**config.mk**
```make
export PLATFORM = sky130hd
export DESIGN_NAME = implicit_tree_store_traversal_top
export DESIGN_NICKNAME = d
export VERILOG_FILES = /design/src/itst_pkg.sv /design/src/implicit_tree_store_traversal_top.sv /design/src/itst_ram.sv /design/src/itst_front.sv /design/src/itst_queue.sv /design/src/itst_back.sv
export SDC_FILE = /design/constraint.sdc
export NUM_CORES = 2
export LEC_CHECK = 0
export ABC_AREA = 1
export BUFFER_PORTS_ARGS = -buffer_cell sky130_fd_sc_hd__buf_2
export CELL_PAD_IN_SITES_DETAIL_PLACEMENT = 1
export CELL_PAD_IN_SITES_GLOBAL_PLACEMENT = 2
export CORE_MARGIN = 5
export CORE_UTILIZATION = 40
export CTS_BUF_LIST = sky130_fd_sc_hd__clkbuf_8
export CTS_CLUSTER_SIZE = 10
export DETAILED_ROUTE_END_ITERATION = 8
export HOLD_SLACK_MARGIN = 0.05
export PLACE_DENSITY = 0.68
export SLEW_MARGIN = 40
export SYNTH_ARGS = -nofsm -noshare
export SYNTH_HDL_FRONTEND = slang
export SYNTH_SLANG_ARGS = --single-unit
```
**constraint.sdc**
```tcl
create_clock -name clk -period 6.1 [get_ports clk]
set_input_delay 0 -clock clk [delete_from_list [all_inputs] [get_ports clk]]
set_output_delay 0 -clock clk [all_outputs]
set_load 0.1 [all_outputs]
```
**src/itst_pkg.sv**
```systemverilog
// ----------------------------------------------------------------------------
// itst_pkg: shared types and constants of the implicit tree store
// sizes of the node store and walk stack, request and result codes
// ----------------------------------------------------------------------------
`default_nettype none

package itst_pkg;

	localparam int CAPACITY    = 64;
	localparam int VAL_W       = 32;
	localparam int IDX_W       = (CAPACITY > 1) ? $clog2(CAPACITY) : 1;
	localparam int CNT_W       = $clog2(CAPACITY + 1);
	// levels of a complete tree of CAPACITY nodes
	localparam int STACK_DEPTH = $clog2(CAPACITY + 1);
	localparam int SP_W        = $clog2(STACK_DEPTH + 1);
	localparam int SPI_W       = (STACK_DEPTH > 1) ? $clog2(STACK_DEPTH) : 1;
	localparam int CMP_W       = IDX_W + 2;
	localparam int PH_W        = 2;
	localparam int Q_DEPTH     = 2;
	localparam int QP_W        = (Q_DEPTH > 1) ? $clog2(Q_DEPTH) : 1;

	typedef enum logic [1:0] {
		REQ_INSERT = 2'd0,
		REQ_PRE    = 2'd1,
		REQ_IN     = 2'd2,
		REQ_POST   = 2'd3
	} req_t;

	typedef enum logic [1:0] {
		KIND_ELEM     = 2'd0,
		KIND_INS_OK   = 2'd1,
		KIND_INS_FULL = 2'd2,
		KIND_EMPTY    = 2'd3
	} kind_t;

	// visit phases of a stack entry
	localparam logic [PH_W-1:0] PH_PRE  = 2'd0;
	localparam logic [PH_W-1:0] PH_IN   = 2'd1;
	localparam logic [PH_W-1:0] PH_POST = 2'd2;

	typedef struct packed {
		logic              is_walk;
		logic [PH_W-1:0]   emit_ph;
		logic [VAL_W-1:0]  value;
	} cmd_t;

	typedef struct packed {
		logic [IDX_W-1:0] idx;
		logic [PH_W-1:0]  ph;
	} stk_entry_t;

endpackage

`default_nettype wire

```
**src/implicit_tree_store_traversal_top.sv**
```systemverilog
// an insert or an empty walk result passes the intake register, the command queue
// and the output register; walk elements also pass the tree stack and the store's
// read stage, inorder and postorder walks first going down to the leftmost leaf
// a new request is taken once the output register is free or draining and no walk
// runs; the tree stack does one visit phase of one node per cycle unless output stalls
// reset: fill count cleared, node store contents left undefined, no clearing pass
// ----------------------------------------------------------------------------
// implicit_tree_store_traversal_top: array binary tree store with ordered walks
// values are appended to an implicit complete binary tree and read back
// in preorder, inorder or postorder
// ----------------------------------------------------------------------------
`default_nettype none

module implicit_tree_store_traversal_top (
	input  wire logic        clk,
	input  wire logic        arst_n,
	input  wire logic        s_axis_tvalid,
	output logic             s_axis_tready,
	input  wire logic [31:0] s_axis_tdata,   // [31:0] value
	input  wire logic [1:0]  s_axis_tuser,   // [1:0] req_type
	output logic             m_axis_tvalid,
	input  wire logic        m_axis_tready,
	output logic [31:0]      m_axis_tdata,   // [31:0] value_res
	output logic [1:0]       m_axis_tuser,   // [1:0] kind
	output logic             m_axis_tlast
);

	logic            push;
	itst_pkg::cmd_t  push_cmd;
	logic            q_full;
	logic            q_valid;
	itst_pkg::cmd_t  q_head;
	logic            pop;
	itst_pkg::kind_t out_kind;

	itst_front u_front (
		.clk     (clk),
		.arst_n  (arst_n),
		.in_valid(s_axis_tvalid),
		.in_ready(s_axis_tready),
		.in_req  (s_axis_tuser),
		.in_value(s_axis_tdata),
		.push    (push),
		.push_cmd(push_cmd),
		.q_full  (q_full)
	);

	itst_queue u_queue (
		.clk     (clk),
		.arst_n  (arst_n),
		.push    (push),
		.push_cmd(push_cmd),
		.full    (q_full),
		.valid   (q_valid),
		.head    (q_head),
		.pop     (pop)
	);

	itst_back u_back (
		.clk      (clk),
		.arst_n   (arst_n),
		.q_valid  (q_valid),
		.q_cmd    (q_head),
		.pop      (pop),
		.out_valid(m_axis_tvalid),
		.out_ready(m_axis_tready),
		.out_kind (out_kind),
		.out_value(m_axis_tdata),
		.out_last (m_axis_tlast)
	);

	assign m_axis_tuser = out_kind;

endmodule

`default_nettype wire

```
**src/itst_ram.sv**
```systemverilog
// ----------------------------------------------------------------------------
// itst_ram: generic single-port-write, single-port-read ram
// read data is registered and holds while no read is issued
// ----------------------------------------------------------------------------
`default_nettype none

module itst_ram #(
	parameter int WIDTH = 32,
	parameter int DEPTH = 64
) (
	input  wire logic                                  clk,
	input  wire logic                                  we,
	input  wire logic [((DEPTH > 1) ? $clog2(DEPTH) : 1)-1:0] waddr,
	input  wire logic [WIDTH-1:0]                      wdata,
	input  wire logic                                  re,
	input  wire logic [((DEPTH > 1) ? $clog2(DEPTH) : 1)-1:0] raddr,
	output logic      [WIDTH-1:0]                      rdata
);

	logic [WIDTH-1:0] mem_q [DEPTH];

	always_ff @(posedge clk) begin
		if (we) begin
			mem_q[waddr] <= wdata;
		end
		if (re) begin
			rdata <= mem_q[raddr];
		end
	end

endmodule

`default_nettype wire

```
**src/itst_front.sv**
```systemverilog
// ----------------------------------------------------------------------------
// itst_front: request intake
// takes requests from the input stream, decodes them into commands and
// hands them to the command queue
// ----------------------------------------------------------------------------
`default_nettype none

module itst_front (
	input  wire logic                           clk,
	input  wire logic                           arst_n,
	input  wire logic                           in_valid,
	output logic                                in_ready,
	input  wire logic [1:0]                     in_req,
	input  wire logic [itst_pkg::VAL_W-1:0]     in_value,
	output logic                                push,
	output itst_pkg::cmd_t                      push_cmd,
	input  wire logic                           q_full
);

	logic           rdy_en_q;
	logic           fr_valid_q;
	itst_pkg::cmd_t fr_cmd_q;
	itst_pkg::cmd_t dec_cmd;
	logic           acc;

	assign push     = fr_valid_q && !q_full;
	assign push_cmd = fr_cmd_q;
	assign in_ready = rdy_en_q && (!fr_valid_q || push);
	assign acc      = in_valid && in_ready;

	always_comb begin
		dec_cmd.value   = in_value;
		dec_cmd.is_walk = 1'b1;
		dec_cmd.emit_ph = itst_pkg::PH_PRE;
		case (itst_pkg::req_t'(in_req))
			itst_pkg::REQ_INSERT: begin
				dec_cmd.is_walk = 1'b0;
			end
			itst_pkg::REQ_PRE: begin
				dec_cmd.emit_ph = itst_pkg::PH_PRE;
			end
			itst_pkg::REQ_IN: begin
				dec_cmd.emit_ph = itst_pkg::PH_IN;
			end
			itst_pkg::REQ_POST: begin
				dec_cmd.emit_ph = itst_pkg::PH_POST;
			end
			default: begin
				dec_cmd.is_walk = 1'b0;
			end
		endcase
	end

	always_ff @(posedge clk or negedge arst_n) begin
		if (!arst_n) begin
			rdy_en_q   <= 1'b0;
			fr_valid_q <= 1'b0;
			fr_cmd_q   <= '0;
		end else begin
			rdy_en_q <= 1'b1;
			if (acc) begin
				fr_valid_q <= 1'b1;
				fr_cmd_q   <= dec_cmd;
			end else if (push) begin
				fr_valid_q <= 1'b0;
			end
		end
	end

endmodule

`default_nettype wire

```
**src/itst_queue.sv**
```systemverilog
// ----------------------------------------------------------------------------
// itst_queue: short command queue
// decouples request intake from tree execution
// ----------------------------------------------------------------------------
`default_nettype none

module itst_queue (
	input  wire logic             clk,
	input  wire logic             arst_n,
	input  wire logic             push,
	input  wire itst_pkg::cmd_t   push_cmd,
	output logic                  full,
	output logic                  valid,
	output itst_pkg::cmd_t        head,
	input  wire logic             pop
);

	itst_pkg::cmd_t                  ent_q [itst_pkg::Q_DEPTH];
	logic [itst_pkg::QP_W-1:0]       wr_ptr_q;
	logic [itst_pkg::QP_W-1:0]       rd_ptr_q;
	logic [itst_pkg::QP_W:0]         count_q;

	assign full  = count_q == (itst_pkg::QP_W + 1)'(itst_pkg::Q_DEPTH);
	assign valid = count_q != '0;
	assign head  = ent_q[rd_ptr_q];

	always_ff @(posedge clk or negedge arst_n) begin
		if (!arst_n) begin
			wr_ptr_q <= '0;
			rd_ptr_q <= '0;
			count_q  <= '0;
			for (int i = 0; i < itst_pkg::Q_DEPTH; i++) begin
				ent_q[i] <= '0;
			end
		end else begin
			if (push) begin
				ent_q[wr_ptr_q] <= push_cmd;
				wr_ptr_q        <= wr_ptr_q + 1'b1;
			end
			if (pop) begin
				rd_ptr_q <= rd_ptr_q + 1'b1;
			end
			if (push && !pop) begin
				count_q <= count_q + 1'b1;
			end else if (pop && !push) begin
				count_q <= count_q - 1'b1;
			end
		end
	end

endmodule

`default_nettype wire

```
**src/itst_back.sv**
```systemverilog
// ----------------------------------------------------------------------------
// itst_back: tree execution
// appends inserted values to the node store and walks the implicit tree
// with an explicit stack, one stack step (when output is not stalled) per cycle
// ----------------------------------------------------------------------------
`default_nettype none

module itst_back (
	input  wire logic                        clk,
	input  wire logic                        arst_n,
	input  wire logic                        q_valid,
	input  wire itst_pkg::cmd_t              q_cmd,
	output logic                             pop,
	output logic                             out_valid,
	input  wire logic                        out_ready,
	output itst_pkg::kind_t                  out_kind,
	output logic [itst_pkg::VAL_W-1:0]       out_value,
	output logic                             out_last
);

	typedef enum logic {
		ST_IDLE,
		ST_WALK
	} state_t;

	state_t                          state_q;
	logic [itst_pkg::CNT_W-1:0]      fill_q;
	logic [itst_pkg::CNT_W-1:0]      cnt_q;
	logic [itst_pkg::SP_W-1:0]       sp_q;
	itst_pkg::stk_entry_t            stack_q [itst_pkg::STACK_DEPTH];
	logic [itst_pkg::PH_W-1:0]       emit_ph_q;
	logic                            s1_valid_s1;
	logic                            s1_last_s1;
	logic                            m_valid_q;
	itst_pkg::kind_t                 m_kind_q;
	logic [itst_pkg::VAL_W-1:0]      m_data_q;
	logic                            m_last_q;

	logic                            out_free;
	logic                            s1_adv;
	logic                            s1_free;
	logic [itst_pkg::SP_W-1:0]       sp_m1;
	logic [itst_pkg::SPI_W-1:0]      top_ptr;
	logic [itst_pkg::SPI_W-1:0]      push_ptr;
	itst_pkg::stk_entry_t            top;
	logic                            emit;
	logic                            step;
	logic [itst_pkg::CMP_W-1:0]      child;
	logic                            do_push;
	logic                            take;
	logic                            full;
	logic                            empty;
	logic                            ram_we;
	logic                            ram_re;
	logic [itst_pkg::VAL_W-1:0]      ram_rdata;
	logic [itst_pkg::CNT_W-1:0]      fill_m1;

	assign out_free = !m_valid_q || out_ready;
	assign s1_adv   = s1_valid_s1 && out_free;
	assign s1_free  = !s1_valid_s1 || s1_adv;
	assign sp_m1    = sp_q - 1'b1;
	assign top_ptr  = sp_m1[itst_pkg::SPI_W-1:0];
	assign push_ptr = sp_q[itst_pkg::SPI_W-1:0];
	assign top      = stack_q[top_ptr];
	assign emit     = top.ph == emit_ph_q;
	assign step     = (state_q == ST_WALK) && (!emit || s1_free);
	// children of slot i sit at 2i+1 and 2i+2
	assign child    = {1'b0, top.idx, 1'b0} + itst_pkg::CMP_W'(top.ph) + 1'b1;
	assign do_push  = (top.ph != itst_pkg::PH_POST)
		&& (child < itst_pkg::CMP_W'(fill_q))
		&& (sp_q < itst_pkg::SP_W'(itst_pkg::STACK_DEPTH));
	assign take     = (state_q == ST_IDLE) && q_valid && !s1_valid_s1 && out_free;
	assign full     = fill_q == itst_pkg::CNT_W'(itst_pkg::CAPACITY);
	assign empty    = fill_q == '0;
	assign fill_m1  = fill_q - 1'b1;
	assign ram_we   = take && !q_cmd.is_walk && !full;
	assign ram_re   = step && emit;
	assign pop      = take;

	assign out_valid = m_valid_q;
	assign out_kind  = m_kind_q;
	assign out_value = m_data_q;
	assign out_last  = m_last_q;

	itst_ram #(
		.WIDTH(itst_pkg::VAL_W),
		.DEPTH(itst_pkg::CAPACITY)
	) u_node_store (
		.clk  (clk),
		.we   (ram_we),
		.waddr(fill_q[itst_pkg::IDX_W-1:0]),
		.wdata(q_cmd.value),
		.re   (ram_re),
		.raddr(top.idx),
		.rdata(ram_rdata)
	);

	always_ff @(posedge clk or negedge arst_n) begin
		if (!arst_n) begin
			state_q     <= ST_IDLE;
			fill_q      <= '0;
			cnt_q       <= '0;
			sp_q        <= '0;
			emit_ph_q   <= itst_pkg::PH_PRE;
			s1_valid_s1 <= 1'b0;
			s1_last_s1  <= 1'b0;
			m_valid_q   <= 1'b0;
			m_kind_q    <= itst_pkg::KIND_ELEM;
			m_data_q    <= '0;
			m_last_q    <= 1'b0;
			for (int i = 0; i < itst_pkg::STACK_DEPTH; i++) begin
				stack_q[i] <= '0;
			end
		end else begin
			// output register
			if (s1_adv) begin
				m_valid_q <= 1'b1;
				m_kind_q  <= itst_pkg::KIND_ELEM;
				m_data_q  <= ram_rdata;
				m_last_q  <= s1_last_s1;
			end else if (take && (!q_cmd.is_walk || empty)) begin
				m_valid_q <= 1'b1;
				m_data_q  <= '0;
				m_last_q  <= 1'b1;
				if (q_cmd.is_walk) begin
					m_kind_q <= itst_pkg::KIND_EMPTY;
				end else if (full) begin
					m_kind_q <= itst_pkg::KIND_INS_FULL;
				end else begin
					m_kind_q <= itst_pkg::KIND_INS_OK;
				end
			end else if (out_ready) begin
				m_valid_q <= 1'b0;
			end

			// read stage: waits for the store's registered read data
			if (ram_re) begin
				s1_valid_s1 <= 1'b1;
				s1_last_s1  <= cnt_q == fill_m1;
				cnt_q       <= cnt_q + 1'b1;
			end else if (s1_adv) begin
				s1_valid_s1 <= 1'b0;
			end

			case (state_q)
				ST_IDLE: begin
					if (take) begin
						if (!q_cmd.is_walk) begin
							if (!full) begin
								fill_q <= fill_q + 1'b1;
							end
						end else if (!empty) begin
							state_q    <= ST_WALK;
							emit_ph_q  <= q_cmd.emit_ph;
							cnt_q      <= '0;
							sp_q       <= itst_pkg::SP_W'(1);
							stack_q[0] <= '0;
						end
					end
				end
				ST_WALK: begin
					if (step) begin
						if (top.ph == itst_pkg::PH_POST) begin
							sp_q <= sp_m1;
							if (sp_m1 == '0) begin
								state_q <= ST_IDLE;
							end
						end else begin
							stack_q[top_ptr].ph <= top.ph + 1'b1;
							if (do_push) begin
								stack_q[push_ptr].idx <= child[itst_pkg::IDX_W-1:0];
								stack_q[push_ptr].ph  <= itst_pkg::PH_PRE;
								sp_q                  <= sp_q + 1'b1;
							end
						end
					end
				end
				default: begin
					state_q <= ST_IDLE;
				end
			endcase
		end
	end

endmodule

`default_nettype wire

```
# Word level (Yosys, flattened, before mapping)
# Memory sizes are Yosys's and may differ from the RTL's. A register that Yosys moved wholly into a read port is not among the register bits.
# Index checks and enable logic that the tools add are counted.
# totals
register_bits	225
mem_bits_rw	2048
input_bits	38
n_memories	1
# classes
addsub	12
magnitude_cmp	9
n_eq_ne	14
mux	65
bitwise_logic	9
n_reduce_logical	47
# mem_list
memory	depth	width	read_ports	rd_clocked_by_memory_dff	wr	line_no	text
u_back.u_node_store.mem_q	64	32	1	1	1	itst_ram.sv:20	logic [WIDTH-1:0] mem_q [DEPTH];
# op_table
cell	count
56-bit bitwise mux	3
56-bit two-way mux	3
35-bit two-way mux	4
8-bit demux with 3-bit select	3
70-bit bitwise mux	1
32-bit two-way mux	2
8-bit two-way mux	6
35-bit demux with 1-bit select	1
7-bit two-way mux	5
8-bit binary-select mux with 3-bit select	1
1-bit logical AND	19
1-bit two-way mux	18
3-bit two-way mux	6
2-bit two-way mux	8
8-bit case mux with 2 select lines	1
7-bit by 1-bit adder with 7-bit output, second input constant	2
5-bit AND reduction	2
2-bit nonzero test	5
1-bit logical NOT	9
7-bit by 2-bit adder with 8-bit output	1
8-bit by 1-bit adder with 8-bit output, second input constant	1
2-bit equality test, second input constant	4
4-bit greater-or-equal comparator, second input constant	2
4-bit by 1-bit < comparator with 1-bit output, second input constant	2
29 further kinds	47

# Longest topological paths before layout
# logic_depth
ltp_word	15
ltp_mapped	34
mapped_depth_nobuf	25

# By module
# Synthesis repeated with hierarchy kept, for this count alone.
# hier_totals
cells_unflattened	8009
area_unflattened_um2	94060.2
# modules_own_cells
mod	instances	cells_per_inst	area_each_um2
itst_ram	1	6769	83058.4
itst_back	1	746	6042.0
itst_queue	1	324	3360.7
itst_front	1	170	1599.0

# Worst setup path after synthesis
# No wires, ideal clock.
# synth_timing
path_kind	register to register
startpoint	reg u_back.m_valid_q, in the netlist u_back.out_valid
endpoint	mem u_back.u_node_store.mem_q[0][0] (enable)
arrival_ns	4.364
required_time_ns	5.599
setup_slack_ns	1.234
stages_incl_launch_ff	8
n_path_buf	0
synth_period_minus_slack_ns	4.866
cell_sequence	dfrtp_1 inv_1 nor2_1 inv_1 nand4_1 nor2_1 inv_1 nor4_1
# synth_between
elab_chain_len	7
# synth_rtl
item	line_no	text
start, declared	itst_back.sv:34	logic m_valid_q;
start signal, assigned	itst_back.sv:107	m_valid_q <= 1'b0;
start signal, assigned	itst_back.sv:117	m_valid_q <= 1'b1;
start signal, assigned	itst_back.sv:122	m_valid_q <= 1'b1;
1-bit logical NOT	itst_back.sv:58	assign out_free = !m_valid_q || out_ready;
1-bit logical OR	itst_back.sv:58	
1-bit logical AND	itst_back.sv:72	assign take = (state_q == ST_IDLE) && q_valid && !s1_valid_s1 && out_free;
1-bit logical AND (2 in a row)	itst_back.sv:76	assign ram_we = take && !q_cmd.is_walk && !full;
1-bit two-way mux	itst_ram.sv:23	if (we) begin
1-bit two-way mux (implied by the code)	itst_ram.sv:24	mem_q[waddr] <= wdata;
end, declared	itst_ram.sv:20	
# No other way between the ends.

# Worst setup path in the final report
# layout_timing
startpoint	reg u_back.sp_q, in the netlist u_back.push_ptr[0]
endpoint	reg u_back.stack_q[2] (netlist name)
# layout_between
elab_chain_len	11
# layout_rtl
item	line_no	text
start, declared	itst_back.sv:29	logic [itst_pkg::SP_W-1:0] sp_q;
start signal, assigned	itst_back.sv:156	sp_q <= itst_pkg::SP_W'(1);
start signal, assigned	itst_back.sv:164	sp_q <= sp_m1;
start signal, assigned	itst_back.sv:173	sp_q <= sp_q + 1'b1;
3-bit by 1-bit subtractor with 3-bit output	itst_back.sv:61	assign sp_m1 = sp_q - 1'b1;
3-bit NOT with 4-bit output (implied by the code)	itst_back.sv:64	assign top = stack_q[top_ptr];
8-bit binary-select mux with 3-bit select	itst_back.sv:64	
8-bit two-way mux (implied by the code) (2 in a row)	itst_back.sv:64	
7-bit by 2-bit adder with 8-bit output	itst_back.sv:68	assign child = {1'b0, top.idx, 1'b0} + itst_pkg::CMP_W'(top.ph) + 1'b1;
8-bit by 1-bit adder with 8-bit output	itst_back.sv:68	
net u_back.child (one bit)	itst_back.sv:48	logic [itst_pkg::CMP_W-1:0] child;
8-bit by 7-bit < comparator with 1-bit output	itst_back.sv:70	&& (child < itst_pkg::CMP_W'(fill_q))
1-bit logical AND	itst_back.sv:70	
1-bit logical AND	itst_back.sv:71	&& (sp_q < itst_pkg::SP_W'(itst_pkg::STACK_DEPTH));
56-bit two-way mux	itst_back.sv:170	if (do_push) begin
end, declared	itst_back.sv:30	itst_pkg::stk_entry_t stack_q [itst_pkg::STACK_DEPTH];
# The timed path passes the listed nets, and every way through them passes these cells. The select of a mux whose other input is x is not followed.
# A chain may end at the register's enable or synchronous reset.

==> results.tsv <==
metric	value	unit
number of synthesized flops with an enable pin	2080	
worst vdd ir	0.000219	V
hold_ws	0.424	ns
Sink Count	2305	
PwrDens	283	nW/µm²
post-layout min period	5.42	ns
CP arrival	6.37	ns
DR vias	63304	
Leakage	42.5	nW
HPWL after detailed placement	174000	µm
element type at the critical path end	register	
antenna violations before repair	12	
1st-iter DRT viols	5565	
Final nets	8086	
Cell Area, Placed	99000	µm²
postcts setup bufs	0	
Die Height	495	µm
Rel. slew slack	27.6	%
Final ANT Viol Nets	0	
final worst slack	0.678	ns
P&R area growth vs syn	14.9	%
Worst Path Required	7.05	ns
fin. max-slew vios	0	
Mapped Avg Cell Area	12.3	µm²
Hold Path Class	input port to register	
post_cts resized	0	
MaxCap Viol Count	0	
Setup CP Type	register to register	
Seq/Total Area, Yosys	72.4	%
outcome	completed	
largest cells by area after synthesis	edfxtp_1 66%, dfrtp_1 6.0%, nand2_1 5.0%	
H-Tree Level Count	5	
CTS tree	done	
synth warn	0	
GPL Wtd Cong	0.819	
Yosys cell types	53	
pre-CTS WS	0.702	ns
Initial DRT Pass Iterations	5	
Worst Tran Pin Value	1.09	ns
Cell Area, Synth	94000	µm²
vias in the first global route	64830	
ys flop type	edfxtp_1	
Port Buffer Count	74	
cts-stage hold buffer count	144	
Syn Inst Count	7655	
routed len/inst	27.4	µm
Vias per Instance	5.50	
leading area contributor after synthesis	edfxtp_1	
syn nets	7710	
Die W	495	µm
All-Layer GR Usage	25.3	%
synthesized flop and latch total	2305	
Num CTS Buffers	410	
die area	245000	µm²
Final Skew	0.0480	ns
share of cells above drive strength 1	14.0	%
core area	235000	µm²
initial core utilization	40.1	%
total negative slack	0	ns
wire length after detailed routing	315000	µm
clk buf depth	4	
GR Overflow Total	0	
RSZ-0062 raised after global routing	no	
wire length of the first global-routing pass	455000	µm
largest net degree at the start of global routing	171	
Reg clk slew, reported paths	0.07	ns
fin crit share	88.9	%
worst-path maximum fanout	49	
Setup violations, final	0	
Worst-Skew Late Latency	1.09	ns
Worst Setup Start Kind	register	
row cnt	178	
Design Area, Final	108000	µm²
most frequent cells in the layout	2080 x edfxtp_1, 1250 x nand2_1, 876 x nor2_1	
post-synth top area share	66.4	%
Root Driver	clkbuf_8	
DR DRC count	0	
IO Count	75	
Max Freq	184	MHz
Post-synth ARST share	9.76	%
commonest non-fill, non-tap cell in the layout	edfxtp_1	
Final Hold Fails	0	
## cells in the mapped netlist, types with 4 or more instances
cell and number:
a21oi_1 131, a22o_1 32, a31o_1 11, a31o_2 7
buf_1 17, buf_2 199, buf_4 41, buf_6 35
clkbuf_1 194, clkinv_1 12, dfrtp_1 225, edfxtp_1 2080
ha_1 16, inv_1 228, inv_2 11, mux2_2 32
nand2_1 1254, nand2_2 7, nand3_1 617, nand3b_1 4
nand4_1 5, nor2_1 941, nor3_1 23, o211ai_1 328
o21ai_0 700, o21ai_1 86, o21bai_1 24, o22ai_1 56
o2bb2ai_1 44, or2_1 10, or2_2 232, xnor2_1 7
xor2_1 21
## worst max-delay path: stages, from the launching register on
cell and delay [ns]:
dfrtp_1 0.39, inv_2 0.31, ha_1 0.30, buf_4 0.22, inv_2 0.29, nand3_1 0.12
nand2_1 0.10, nand2_1 0.12, nand2_8 0.39, ha_1 0.32, nand3_1 0.10, nand2_2 0.11
xor2_1 0.15, clkinv_1 0.35, ha_1 0.43, nand2_1 0.07, inv_1 0.04, nand2_1 0.06
nand2_1 0.05, nand2_1 0.06, nand2_1 0.05, nand2_1 0.19, and2_1 0.48, nand3_1 0.32
nand2_1 0.16, nand2_1 0.07
## logic make-up after synthesis
logic type / synth area share [%]
other: 0.00399
multiplexers: 0.405
AND/OR/NAND/NOR: 14.0
buffers and inverters: 3.67
adder cells (fa/ha/maj): 0.234
AO/OA/AOI/OAI: 9.03
XOR/XNOR: 0.261
flip-flops: 72.4
## flip-flops by register name, indices dropped and copies added, names as in the netlist, 2 cells and up
signal	cells
u_back.push_ptr	3
u_back.u_node_store.rdata	32
u_back.stack_q	56
u_back.u_node_store.mem_q	2048
u_back.cnt_q	7
u_queue.count_q	2
u_queue.ent_q	70
u_back.out_kind	2
u_front.push_cmd	35
u_back.fill_q	7
u_back.out_value	32
u_back.emit_ph_q	2
## through the flow
stage,total power [mW],std cells,utilization [%]
final,30.6,11510,46.1
after floorplan,17.6,7655,-
after detailed placement,17.7,10621,42.2
after global placement,17.7,10596,41.9
after CTS,30.9,11498,46.0
after global routing,31.7,11503,46.0
## routing by layer
metal	track usage (%)	routed length [µm]
met1	35.3	140000
met2	41.1	150000
met3	3.59	16500
met4	7.80	8960
met5	0	13
## cell type report
| type | count | area, µm² |
|---|---|---|
| tap | 3150 | 3940 |
| inverter | 252 | 976 |
| multi-input combinational | 4610 | 23100 |
| antenna | 8 | 20.0 |
| fill | 24199 | 127000 |
| sequential | 2305 | 68100 |
| clock inverter | 293 | 1320 |
| clock buffer | 440 | 6060 |
| timing repair buffer | 452 | 4530 |
## report_power, final
group	internal, mW	leakage (nW)	switching, mW
Sequential	17.0	26.9	0.0365
Combinational	0.0812	11.3	0.258
Clock	6.81	4.33	6.43
Total	23.9	42.5	6.72
## path summary, 6_finish.rpt
check                           slack (ns)                          endpoint  cells past startpoint                                    start
min in group asynchronous             0.62    u_back.stack_q[36]$_DFFE_PN0P_                      5                                   arst_n
worst min-delay path                  0.42  u_front.push_cmd[32]$_DFFE_PN0P_                      5                          s_axis_tuser[1]
worst max-delay path                  0.68     u_back.stack_q[2]$_DFFE_PN0P_                     25           u_back.push_ptr[0]$_DFFE_PN0P_
worst max register to register        0.68     u_back.stack_q[2]$_DFFE_PN0P_                     25           u_back.push_ptr[0]$_DFFE_PN0P_
max in group asynchronous             4.66  u_back.out_value[28]$_DFFE_PN0P_                      6                                   arst_n
worst min register to register        0.47  u_back.out_value[22]$_DFFE_PN0P_                      1  u_back.u_node_store.rdata[22]$_DFFE_PP_
No activity file was read; power rests on OpenSTA's default activity.
